===== config.mk =====
export PLATFORM = sky130hd
export DESIGN_NAME = rsa_crt_key_derivation
export DESIGN_NICKNAME = d
export VERILOG_FILES = /design/src/hw/rtl/rck_pkg.sv /design/src/hw/rtl/rck_datapath.sv /design/src/hw/rtl/rck_ctrl.sv /design/src/hw/rtl/rsa_crt_key_derivation.sv
export VERILOG_INCLUDE_DIRS = /design/src /design/src/hw/rtl
export SDC_FILE = /design/constraint.sdc
export NUM_CORES = 2
export LEC_CHECK = 0
export ABC_AREA = 1
export BUFFER_PORTS_ARGS = -buffer_cell sky130_fd_sc_hd__buf_2
export CAP_MARGIN = 20
export CORE_MARGIN = 8
export CORE_UTILIZATION = 45
export CTS_BUF_LIST = sky130_fd_sc_hd__clkbuf_16
export CTS_CLUSTER_DIAMETER = 100
export DETAILED_ROUTE_END_ITERATION = 6
export GPL_TIMING_DRIVEN = 0
export PLACE_DENSITY = 0.64
export SLEW_MARGIN = 20
export SYNTH_ARGS = -nofsm -noshare
export SYNTH_HDL_FRONTEND = slang
export SYNTH_SLANG_ARGS = --single-unit

===== constraint.sdc =====
create_clock -name clk -period 13.93 [get_ports clk]
set_input_delay 2.0895 -clock clk [delete_from_list [all_inputs] [get_ports clk]]
set_output_delay 2.0895 -clock clk [all_outputs]
set_load 0.01 [all_outputs]

===== src/hw/rtl/rsa_crt_key_derivation_assert.svh =====
// assertion macros for the rsa crt key derivation block
`ifndef RSA_CRT_KEY_DERIVATION_ASSERT_SVH
`define RSA_CRT_KEY_DERIVATION_ASSERT_SVH

// same-cycle implication, checked out of reset
`define RCK_ASSERT_SAME(label, ante, cons) \
    label: assert property (@(posedge clk) disable iff (!rst_n) (ante) |-> (cons)) \
        else $error("rsa_crt_key_derivation: assertion failed");

// next-cycle implication, checked out of reset
`define RCK_ASSERT_NEXT(label, ante, cons) \
    label: assert property (@(posedge clk) disable iff (!rst_n) (ante) |=> (cons)) \
        else $error("rsa_crt_key_derivation: assertion failed");

`endif


===== src/hw/rtl/rck_pkg.sv =====
// ----------------------------------------------------------------------------
// rck_pkg
// Shared types and constants of the rsa crt key derivation block.
// ----------------------------------------------------------------------------
package rck_pkg;

    // width of the wide datapath and divider, and of the divider bit counter
    localparam int WIDE_BITS = 64;
    localparam int CNT_W     = $clog2(WIDE_BITS);

    // result status codes
    localparam logic [1:0] ST_OK        = 2'd0;
    localparam logic [1:0] ST_NO_EXP    = 2'd1;
    localparam logic [1:0] ST_NO_COEFF  = 2'd2;
    localparam logic [1:0] ST_DEGEN     = 2'd3;

    // datapath operation codes
    localparam logic [3:0] OP_NONE     = 4'd0;
    localparam logic [3:0] OP_LOAD     = 4'd1;
    localparam logic [3:0] OP_MUL_N    = 4'd2;
    localparam logic [3:0] OP_MUL_PHI  = 4'd3;
    localparam logic [3:0] OP_LD_EM    = 4'd4;
    localparam logic [3:0] OP_LD_QP    = 4'd5;
    localparam logic [3:0] OP_LD_STEP  = 4'd6;
    localparam logic [3:0] OP_LD_DP    = 4'd7;
    localparam logic [3:0] OP_LD_DQ    = 4'd8;
    localparam logic [3:0] OP_DIV_ITER = 4'd9;
    localparam logic [3:0] OP_INIT_FIN = 4'd10;
    localparam logic [3:0] OP_STEP_FIN = 4'd11;
    localparam logic [3:0] OP_RP_FIN   = 4'd12;
    localparam logic [3:0] OP_RQ_FIN   = 4'd13;
    localparam logic [3:0] OP_D_FIN    = 4'd14;
    localparam logic [3:0] OP_C_FIN    = 4'd15;

    // command from controller to datapath
    typedef struct packed {
        logic [3:0] op;
    } rck_cmd_t;

    // status from datapath to controller
    typedef struct packed {
        logic degen;
        logic r1_zero;
    } rck_sts_t;

endpackage


===== src/hw/rtl/rck_datapath.sv =====
// ----------------------------------------------------------------------------
// rck_datapath
// Operand registers, shared 32x32 multiplier and a radix-2 restoring divider
// that also forms quotient times the Bezout coefficient, one bit a cycle.
// ----------------------------------------------------------------------------
module rck_datapath
    import rck_pkg::*;
#(
    parameter int PRIME_BITS = 32
)
(
    input  logic                 clk,
    input  rck_cmd_t             cmd,
    input  logic [31:0]          prime_p,
    input  logic [31:0]          prime_q,
    input  logic [63:0]          public_exp,
    output rck_sts_t             sts,
    output logic [63:0]          modulus,
    output logic [63:0]          private_exp,
    output logic [31:0]          exp_mod_p,
    output logic [31:0]          exp_mod_q,
    output logic [31:0]          crt_coeff,
    output logic [1:0]           status
);

    logic [PRIME_BITS-1:0]   p_reg;
    logic [PRIME_BITS-1:0]   q_reg;
    logic [WIDE_BITS-1:0]    e_reg;
    logic [WIDE_BITS-1:0]    n_reg;
    logic [WIDE_BITS-1:0]    m_reg;
    logic [WIDE_BITS-1:0]    r0_reg;
    logic [WIDE_BITS-1:0]    r1_reg;
    logic [WIDE_BITS-1:0]    u0_reg;
    logic [WIDE_BITS-1:0]    u1_reg;
    logic                    neg_reg;
    logic [WIDE_BITS-1:0]    dvd_reg;
    logic [WIDE_BITS-1:0]    dvs_reg;
    logic [WIDE_BITS-1:0]    rem_reg;
    logic [WIDE_BITS-1:0]    acc_reg;
    logic [WIDE_BITS-1:0]    d_reg;
    logic [WIDE_BITS-1:0]    dp_reg;
    logic [WIDE_BITS-1:0]    dq_reg;
    logic [WIDE_BITS-1:0]    coeff_reg;
    logic                    okd_reg;
    logic                    okc_reg;

    logic [PRIME_BITS-1:0]   pm1;
    logic [PRIME_BITS-1:0]   qm1;
    logic [PRIME_BITS-1:0]   mul_a;
    logic [PRIME_BITS-1:0]   mul_b;
    logic [2*PRIME_BITS-1:0] prod;
    logic [WIDE_BITS:0]      rem_sh;
    logic [WIDE_BITS:0]      diff;
    logic                    qbit;
    logic [WIDE_BITS-1:0]    rem_new;
    logic [WIDE_BITS-1:0]    acc_new;
    logic [WIDE_BITS-1:0]    inv_res;
    logic                    inv_ok;
    logic                    degen;

    // shared multiplier for n and phi
    always_comb
    begin
        pm1   = p_reg - PRIME_BITS'(1);
        qm1   = q_reg - PRIME_BITS'(1);
        mul_a = (cmd.op == OP_MUL_PHI) ? pm1 : p_reg;
        mul_b = (cmd.op == OP_MUL_PHI) ? qm1 : q_reg;
        prod  = mul_a * mul_b;
    end

    // one restoring division step with quotient times u1 accumulated
    always_comb
    begin
        rem_sh  = {rem_reg, dvd_reg[WIDE_BITS-1]};
        diff    = rem_sh - {1'b0, dvs_reg};
        qbit    = !diff[WIDE_BITS];
        rem_new = qbit ? diff[WIDE_BITS-1:0] : rem_sh[WIDE_BITS-1:0];
        acc_new = {acc_reg[WIDE_BITS-2:0], 1'b0} + (qbit ? u1_reg : '0);
    end

    // inverse from the final bezout coefficient
    always_comb
    begin
        inv_res = (neg_reg && (u0_reg != '0)) ? (m_reg - u0_reg) : u0_reg;
        inv_ok  = (r0_reg <= WIDE_BITS'(1));
        degen   = (p_reg < PRIME_BITS'(2)) || (q_reg < PRIME_BITS'(2));
    end

    // operation register file
    always_ff @(posedge clk)
    begin
        unique case (cmd.op)
            OP_LOAD:
            begin
                p_reg     <= prime_p[PRIME_BITS-1:0];
                q_reg     <= prime_q[PRIME_BITS-1:0];
                e_reg     <= public_exp;
                d_reg     <= '0;
                dp_reg    <= '0;
                dq_reg    <= '0;
                coeff_reg <= '0;
                okd_reg   <= 1'b1;
                okc_reg   <= 1'b1;
            end
            OP_MUL_N:   n_reg <= WIDE_BITS'(prod);
            OP_MUL_PHI: m_reg <= WIDE_BITS'(prod);
            OP_LD_EM:
            begin
                dvd_reg <= e_reg;
                dvs_reg <= m_reg;
                rem_reg <= '0;
                acc_reg <= '0;
            end
            OP_LD_QP:
            begin
                m_reg   <= WIDE_BITS'(p_reg);
                dvd_reg <= WIDE_BITS'(q_reg);
                dvs_reg <= WIDE_BITS'(p_reg);
                rem_reg <= '0;
                acc_reg <= '0;
            end
            OP_LD_STEP:
            begin
                dvd_reg <= r0_reg;
                dvs_reg <= r1_reg;
                rem_reg <= '0;
                acc_reg <= '0;
            end
            OP_LD_DP:
            begin
                dvd_reg <= d_reg;
                dvs_reg <= WIDE_BITS'(pm1);
                rem_reg <= '0;
                acc_reg <= '0;
            end
            OP_LD_DQ:
            begin
                dvd_reg <= d_reg;
                dvs_reg <= WIDE_BITS'(qm1);
                rem_reg <= '0;
                acc_reg <= '0;
            end
            OP_DIV_ITER:
            begin
                dvd_reg <= {dvd_reg[WIDE_BITS-2:0], 1'b0};
                rem_reg <= rem_new;
                acc_reg <= acc_new;
            end
            OP_INIT_FIN:
            begin
                r0_reg  <= m_reg;
                r1_reg  <= rem_reg;
                u0_reg  <= '0;
                u1_reg  <= WIDE_BITS'(1);
                neg_reg <= 1'b1;
            end
            OP_STEP_FIN:
            begin
                r0_reg  <= r1_reg;
                r1_reg  <= rem_reg;
                u0_reg  <= u1_reg;
                u1_reg  <= acc_reg + u0_reg;
                neg_reg <= !neg_reg;
            end
            OP_RP_FIN: dp_reg <= rem_reg;
            OP_RQ_FIN: dq_reg <= rem_reg;
            OP_D_FIN:
            begin
                d_reg   <= inv_ok ? inv_res : '0;
                okd_reg <= inv_ok;
            end
            OP_C_FIN:
            begin
                coeff_reg <= inv_ok ? inv_res : '0;
                okc_reg   <= inv_ok;
            end
            default:
            begin
            end
        endcase
    end

    // status towards the controller
    assign sts.degen   = degen;
    assign sts.r1_zero = (r1_reg == '0);

    // result fields
    assign modulus     = n_reg;
    assign private_exp = d_reg;
    assign exp_mod_p   = dp_reg[31:0];
    assign exp_mod_q   = dq_reg[31:0];
    assign crt_coeff   = coeff_reg[31:0];

    always_comb
    begin
        priority if (degen)
            status = ST_DEGEN;
        else if (!okd_reg)
            status = ST_NO_EXP;
        else if (!okc_reg)
            status = ST_NO_COEFF;
        else
            status = ST_OK;
    end

endmodule


===== src/hw/rtl/rck_ctrl.sv =====
// ----------------------------------------------------------------------------
// rck_ctrl
// Sequencer for the two extended euclid runs, the two reductions and the
// divider bit count.
// ----------------------------------------------------------------------------
module rck_ctrl
    import rck_pkg::*;
(
    input  logic     clk,
    input  logic     rst_n,
    input  logic     start,
    input  rck_sts_t sts,
    output rck_cmd_t cmd,
    output logic     busy,
    output logic     done
);

    localparam logic [3:0] S_IDLE  = 4'd0;
    localparam logic [3:0] S_MULN  = 4'd1;
    localparam logic [3:0] S_PHI   = 4'd2;
    localparam logic [3:0] S_LD_D  = 4'd3;
    localparam logic [3:0] S_DIV   = 4'd4;
    localparam logic [3:0] S_FIN   = 4'd5;
    localparam logic [3:0] S_TEST  = 4'd6;
    localparam logic [3:0] S_LD_C  = 4'd7;
    localparam logic [3:0] S_LD_DP = 4'd8;
    localparam logic [3:0] S_LD_DQ = 4'd9;
    localparam logic [3:0] S_DONE  = 4'd10;

    localparam logic [1:0] K_INIT  = 2'd0;
    localparam logic [1:0] K_STEP  = 2'd1;
    localparam logic [1:0] K_RED_P = 2'd2;
    localparam logic [1:0] K_RED_Q = 2'd3;

    localparam logic PH_D = 1'b0;
    localparam logic PH_C = 1'b1;

    localparam logic [CNT_W-1:0] CNT_LAST = CNT_W'(WIDE_BITS - 1);

    logic [3:0]       state_reg, state_next;
    logic [1:0]       kind_reg, kind_next;
    logic             phase_reg, phase_next;
    logic [CNT_W-1:0] cnt_reg, cnt_next;
    logic             done_reg, done_next;

    // next state and command
    always_comb
    begin
        state_next = state_reg;
        kind_next  = kind_reg;
        phase_next = phase_reg;
        cnt_next   = cnt_reg;
        done_next  = 1'b0;
        cmd.op     = OP_NONE;
        unique case (state_reg)
            S_IDLE:
            begin
                if (start)
                begin
                    cmd.op     = OP_LOAD;
                    state_next = S_MULN;
                end
            end
            S_MULN:
            begin
                cmd.op     = OP_MUL_N;
                state_next = sts.degen ? S_DONE : S_PHI;
            end
            S_PHI:
            begin
                cmd.op     = OP_MUL_PHI;
                state_next = S_LD_D;
            end
            S_LD_D:
            begin
                cmd.op     = OP_LD_EM;
                phase_next = PH_D;
                kind_next  = K_INIT;
                cnt_next   = '0;
                state_next = S_DIV;
            end
            S_DIV:
            begin
                cmd.op   = OP_DIV_ITER;
                cnt_next = cnt_reg + CNT_W'(1);
                if (cnt_reg == CNT_LAST)
                    state_next = S_FIN;
            end
            S_FIN:
            begin
                unique case (kind_reg)
                    K_INIT:
                    begin
                        cmd.op     = OP_INIT_FIN;
                        state_next = S_TEST;
                    end
                    K_STEP:
                    begin
                        cmd.op     = OP_STEP_FIN;
                        state_next = S_TEST;
                    end
                    K_RED_P:
                    begin
                        cmd.op     = OP_RP_FIN;
                        state_next = S_LD_DQ;
                    end
                    default:
                    begin
                        cmd.op     = OP_RQ_FIN;
                        state_next = S_DONE;
                    end
                endcase
            end
            S_TEST:
            begin
                if (sts.r1_zero)
                begin
                    if (phase_reg == PH_D)
                    begin
                        cmd.op     = OP_D_FIN;
                        state_next = S_LD_C;
                    end
                    else
                    begin
                        cmd.op     = OP_C_FIN;
                        state_next = S_LD_DP;
                    end
                end
                else
                begin
                    cmd.op     = OP_LD_STEP;
                    kind_next  = K_STEP;
                    cnt_next   = '0;
                    state_next = S_DIV;
                end
            end
            S_LD_C:
            begin
                cmd.op     = OP_LD_QP;
                phase_next = PH_C;
                kind_next  = K_INIT;
                cnt_next   = '0;
                state_next = S_DIV;
            end
            S_LD_DP:
            begin
                cmd.op     = OP_LD_DP;
                kind_next  = K_RED_P;
                cnt_next   = '0;
                state_next = S_DIV;
            end
            S_LD_DQ:
            begin
                cmd.op     = OP_LD_DQ;
                kind_next  = K_RED_Q;
                cnt_next   = '0;
                state_next = S_DIV;
            end
            S_DONE:
            begin
                done_next  = 1'b1;
                state_next = S_IDLE;
            end
            default:
            begin
                state_next = S_IDLE;
            end
        endcase
    end

    // control registers
    always_ff @(posedge clk or negedge rst_n)
    begin
        if (!rst_n)
        begin
            state_reg <= S_IDLE;
            kind_reg  <= K_INIT;
            phase_reg <= PH_D;
            cnt_reg   <= '0;
            done_reg  <= 1'b0;
        end
        else
        begin
            state_reg <= state_next;
            kind_reg  <= kind_next;
            phase_reg <= phase_next;
            cnt_reg   <= cnt_next;
            done_reg  <= done_next;
        end
    end

    assign busy = (state_reg != S_IDLE);
    assign done = done_reg;

endmodule


===== src/hw/rtl/rsa_crt_key_derivation.sv =====
// ----------------------------------------------------------------------------
// rsa_crt_key_derivation
// RSA CRT private key derivation from two primes and a public exponent.
// ----------------------------------------------------------------------------
// A request is taken at a clock edge with start high and busy low; it carries
// prime_p, prime_q and public_exp. busy stays high while the key is worked
// out. The result (modulus, private_exp, exp_mod_p, exp_mod_q, crt_coeff,
// status) is shown for one cycle with done high, and the fields hold their
// value until the next request is taken. The receiver cannot stall.
// A degenerate prime ends the run right after the modulus product. Otherwise
// each extended euclid step costs one pass of the shared restoring divider
// plus the update of remainders and coefficients, and the two reductions
// cost one divider pass each. The divider, one quotient bit a cycle,
// dominates the run time. busy drops in the cycle done is high, so a new
// request may be taken then. Reset returns the sequencer to idle with done
// low; no state carries between requests.
// ----------------------------------------------------------------------------
`include "rsa_crt_key_derivation_assert.svh"

module rsa_crt_key_derivation
    import rck_pkg::*;
#(
    parameter int PRIME_BITS = 32
)
(
    input  logic        clk,
    input  logic        rst_n,
    input  logic        start,
    output logic        busy,
    input  logic [31:0] prime_p,
    input  logic [31:0] prime_q,
    input  logic [63:0] public_exp,
    output logic        done,
    output logic [63:0] modulus,
    output logic [63:0] private_exp,
    output logic [31:0] exp_mod_p,
    output logic [31:0] exp_mod_q,
    output logic [31:0] crt_coeff,
    output logic [1:0]  status
);

    rck_cmd_t cmd;
    rck_sts_t sts;

    // sequencer
    rck_ctrl u_ctrl (
        .clk   (clk),
        .rst_n (rst_n),
        .start (start),
        .sts   (sts),
        .cmd   (cmd),
        .busy  (busy),
        .done  (done)
    );

    // arithmetic
    rck_datapath #(
        .PRIME_BITS (PRIME_BITS)
    ) u_datapath (
        .clk         (clk),
        .cmd         (cmd),
        .prime_p     (prime_p),
        .prime_q     (prime_q),
        .public_exp  (public_exp),
        .sts         (sts),
        .modulus     (modulus),
        .private_exp (private_exp),
        .exp_mod_p   (exp_mod_p),
        .exp_mod_q   (exp_mod_q),
        .crt_coeff   (crt_coeff),
        .status      (status)
    );

    // checks
    `RCK_ASSERT_NEXT(a_done_single, done, !done)
    `RCK_ASSERT_NEXT(a_accept_busy, start && !busy, busy)
    `RCK_ASSERT_SAME(a_no_exp_zero, done && (status == ST_NO_EXP), private_exp == '0)
    `RCK_ASSERT_SAME(a_degen_zero, done && (status == ST_DEGEN), private_exp == '0)
    `RCK_ASSERT_SAME(a_exp_below_n, done && (status == ST_OK), private_exp < modulus)

endmodule


==> impl_metrics.ini <==
[run_status]
status = finished with violations
violations = design-rule violations

[run]
drv_cap = 0

[detailed_routing]
drtIter0Drc = 10630
wl_um = 452000
dr_total_vias = 84629
dr.pass1.iters = 7
post_drt_via_cell_ratio = 5.85
drc_errors = 26
ant_nets = 0
avgRoutedWirePerCell_um = 31.3

[placed_design]
place_congestion = 1.12
port_buffers = 358
pre_cts_slack_ns = 2.04
dpl-instance-area_um2 = 97400
dp.final_hpwl_um = 383000

[setup_path]
r2r_slack_ns = 1.73
cp_max_fo = 10
crit_required_ns = 14.34
cpMaxStageDelayCell = xor2_1
crit_family = adder cells
critical-path-max-stage-delay_ns = 0.99
r2r-start = u_datapath.q_reg[0]$_DFFE_PP_
cpMostUsedCell = fa_1
worst-r2r-cell-count = 32
path_buf_inv = 6
cp-start-kind = flop
crit_type = reg2reg
arrival_ns = 12.61
rr_endpoint = u_datapath.m_reg[44]$_SDFFCE_PN0P_
worst_setup_path_end_kind = flop

[synth]
yosysUniqueCellTypes = 58
netlist_area_um2 = 91200
avgSynthCellArea_um2 = 8.17
synth-main-ff-cell = edfxtp_1
synth_fp_nets = 12722
netlist_instances = 11173
synthArstFlopShare_pct = 1.48
synth-seq-cells = 945
ys_seq_area_share_pct = 31.0
synth_warnings = 0
synth-edff-count = 931

[timing]
worst_pin_slew_ns = 1.30
holdWs_ns = 0.493
rsz0062_at_grt = false
relSlewSlack_pct = 13.5
finalSetupTns_ns = 0
setup_ws_ns = 1.73
min_period_ns = 12.20
final-setup-viol-count = 0
max_clock_freq_ghz = 0.0820
slew_violations = 0
period_share_pct = 87.6
skew_ns = 0.0718
hold_viol = 0

[cts]
postCtsSetupBuffers = 0
h-tree-depth = 3
cts_root_buf = clkbuf_16
cts.reportedPaths.clkPinSlew_ns = 0.06
cts_made_buffers = 105
cts_buffer_depth = 3
ctsResizeCount = 0
cts_hold_buf = 0
clock_latency_ns = 0.81
cts_num_sinks = 945
cts_tree = done

[hold_path]
hp-start = u_ctrl.cnt_reg[4]$_DFFE_PN0P_
holdCritPathClass = reg2reg
min_to = u_ctrl.cnt_reg[4]$_DFFE_PN0P_
hold_path_depth = 1

[floorplanning]
rows = 165
die_h_um = 466
io_pins = 359
die_w_um = 466
coreArea_um2 = 202000
die-area_um2 = 217000
initial_utilization_pct = 45.2

[grt]
gr-usage-all-layers_pct = 40.3
grt_max_degree = 71
gr-total-overflow = 0
antenna_found_initial = 28
grt_pass1_vias = 83259
grt_pass1_wl_um = 619000

[cells_and_area]
final_area_um2 = 101000
drive_above_1_share_pct = 7.76
syn_to_final_growth_pct = 11.0
layout_common_cells = 2224 x nand2_1, 2102 x inv_1, 1741 x nor2_1
fin_nets = 13231
final_common_cell = nand2_1
fillers = 19647
-- synth_stat cells (all sizes together) (15+ instances only) --
| cell type | n | area (µm²) |
|---|---|---|
| a31oi | 83 | 519 |
| edfxtp | 931 | 28000 |
| nor4 | 66 | 419 |
| o2111ai | 16 | 140 |
| nand2 | 2242 | 8450 |
| nand4 | 132 | 832 |
| or2 | 49 | 307 |
| o211ai | 24 | 180 |
| a21oi | 575 | 2880 |
| fa | 900 | 18000 |
| o21a | 23 | 173 |
| a21boi | 21 | 158 |
| xnor2 | 45 | 394 |
| xor2 | 167 | 1460 |
| nor2 | 1779 | 6800 |
| clkbuf | 176 | 661 |
| o22ai | 15 | 93.8 |
| buf | 143 | 773 |
| nor3 | 74 | 425 |
| o21ai | 581 | 3010 |
| ha | 518 | 6480 |
| a21o | 44 | 330 |
| inv | 2117 | 7950 |
| o21bai | 66 | 495 |
| nand3 | 302 | 1520 |
-- per-layer routing --
layer / vias up / track usage [%] / part of all wire, %
met2: 5447 / 62.2 / 43
met3: 1281 / 11.2 / 11
met5: - / 0 / 0.025
li1: 36395 / - / -
met4: 18 / 26.4 / 8.3
met1: 41488 / 49.7 / 37
-- per-stage QoR --
stage | util (%) | instances
floorplan | - | 11173
global route | 50.1 | 14445
global placement | 47.7 | 14203
detailed placement | 48.2 | 14244
finish | 50.2 | 14459
CTS | 50.1 | 14441
-- cell families after synthesis --
kind of cell / Yosys count / synth area share, %
adders and majority gates: 1418 / 26.8
buffers and inverters: 2449 / 10.3
DFF: 945 / 31.0
xor gates and xnor gates: 212 / 2.03
and+or+nand+nor: 4676 / 20.8
AOI/OAI and AO/OA: 1473 / 8.96
-- worst max path at each step --
| stage | startpoint | end | slack, ns | cells after the start |
|---|---|---|---|---|
| final | u_datapath.q_reg[0]$_DFFE_PP_ | u_datapath.m_reg[44]$_SDFFCE_PN0P_ | 1.73 | 32 |
| after global routing | u_datapath.q_reg[0]$_DFFE_PP_ | u_datapath.m_reg[44]$_SDFFCE_PN0P_ | 1.76 | 32 |
| after CTS | u_datapath.q_reg[0]$_DFFE_PP_ | u_datapath.m_reg[44]$_SDFFCE_PN0P_ | 1.99 | 30 |
| after detailed placement | u_datapath.q_reg[0]$_DFFE_PP_ | u_datapath.m_reg[44]$_SDFFCE_PN0P_ | 2.04 | 30 |
| after global placement | u_ctrl.state_reg[3]$_DFFE_PN0P_ | u_datapath.r0_reg[2]$_DFFE_PP_ | -2.80 | 10 |
| after floorplan | u_ctrl.state_reg[3]$_DFFE_PN0P_ | u_datapath.r0_reg[38]$_DFFE_PP_ | 4.56 | 10 |
-- final cells by class --
cell class / instances / area (µm²) / area share, %
clock inverters: 89 / 1080 / 1.07
inverters: 2130 / 8010 / 7.90
diodes: 15 / 37.5 / 0.0371
clock buffers: 108 / 2700 / 2.67
multi-input cells: 7779 / 53700 / 53.1
flip-flops and latches: 945 / 28300 / 28.0
repair buffers: 402 / 2620 / 2.59
well taps: 2672 / 3340 / 3.30
plain buffers: 319 / 1450 / 1.43
Power is not shown: default switching activity piles up to over one toggle a cycle in this logic, so the estimate is an artifact.
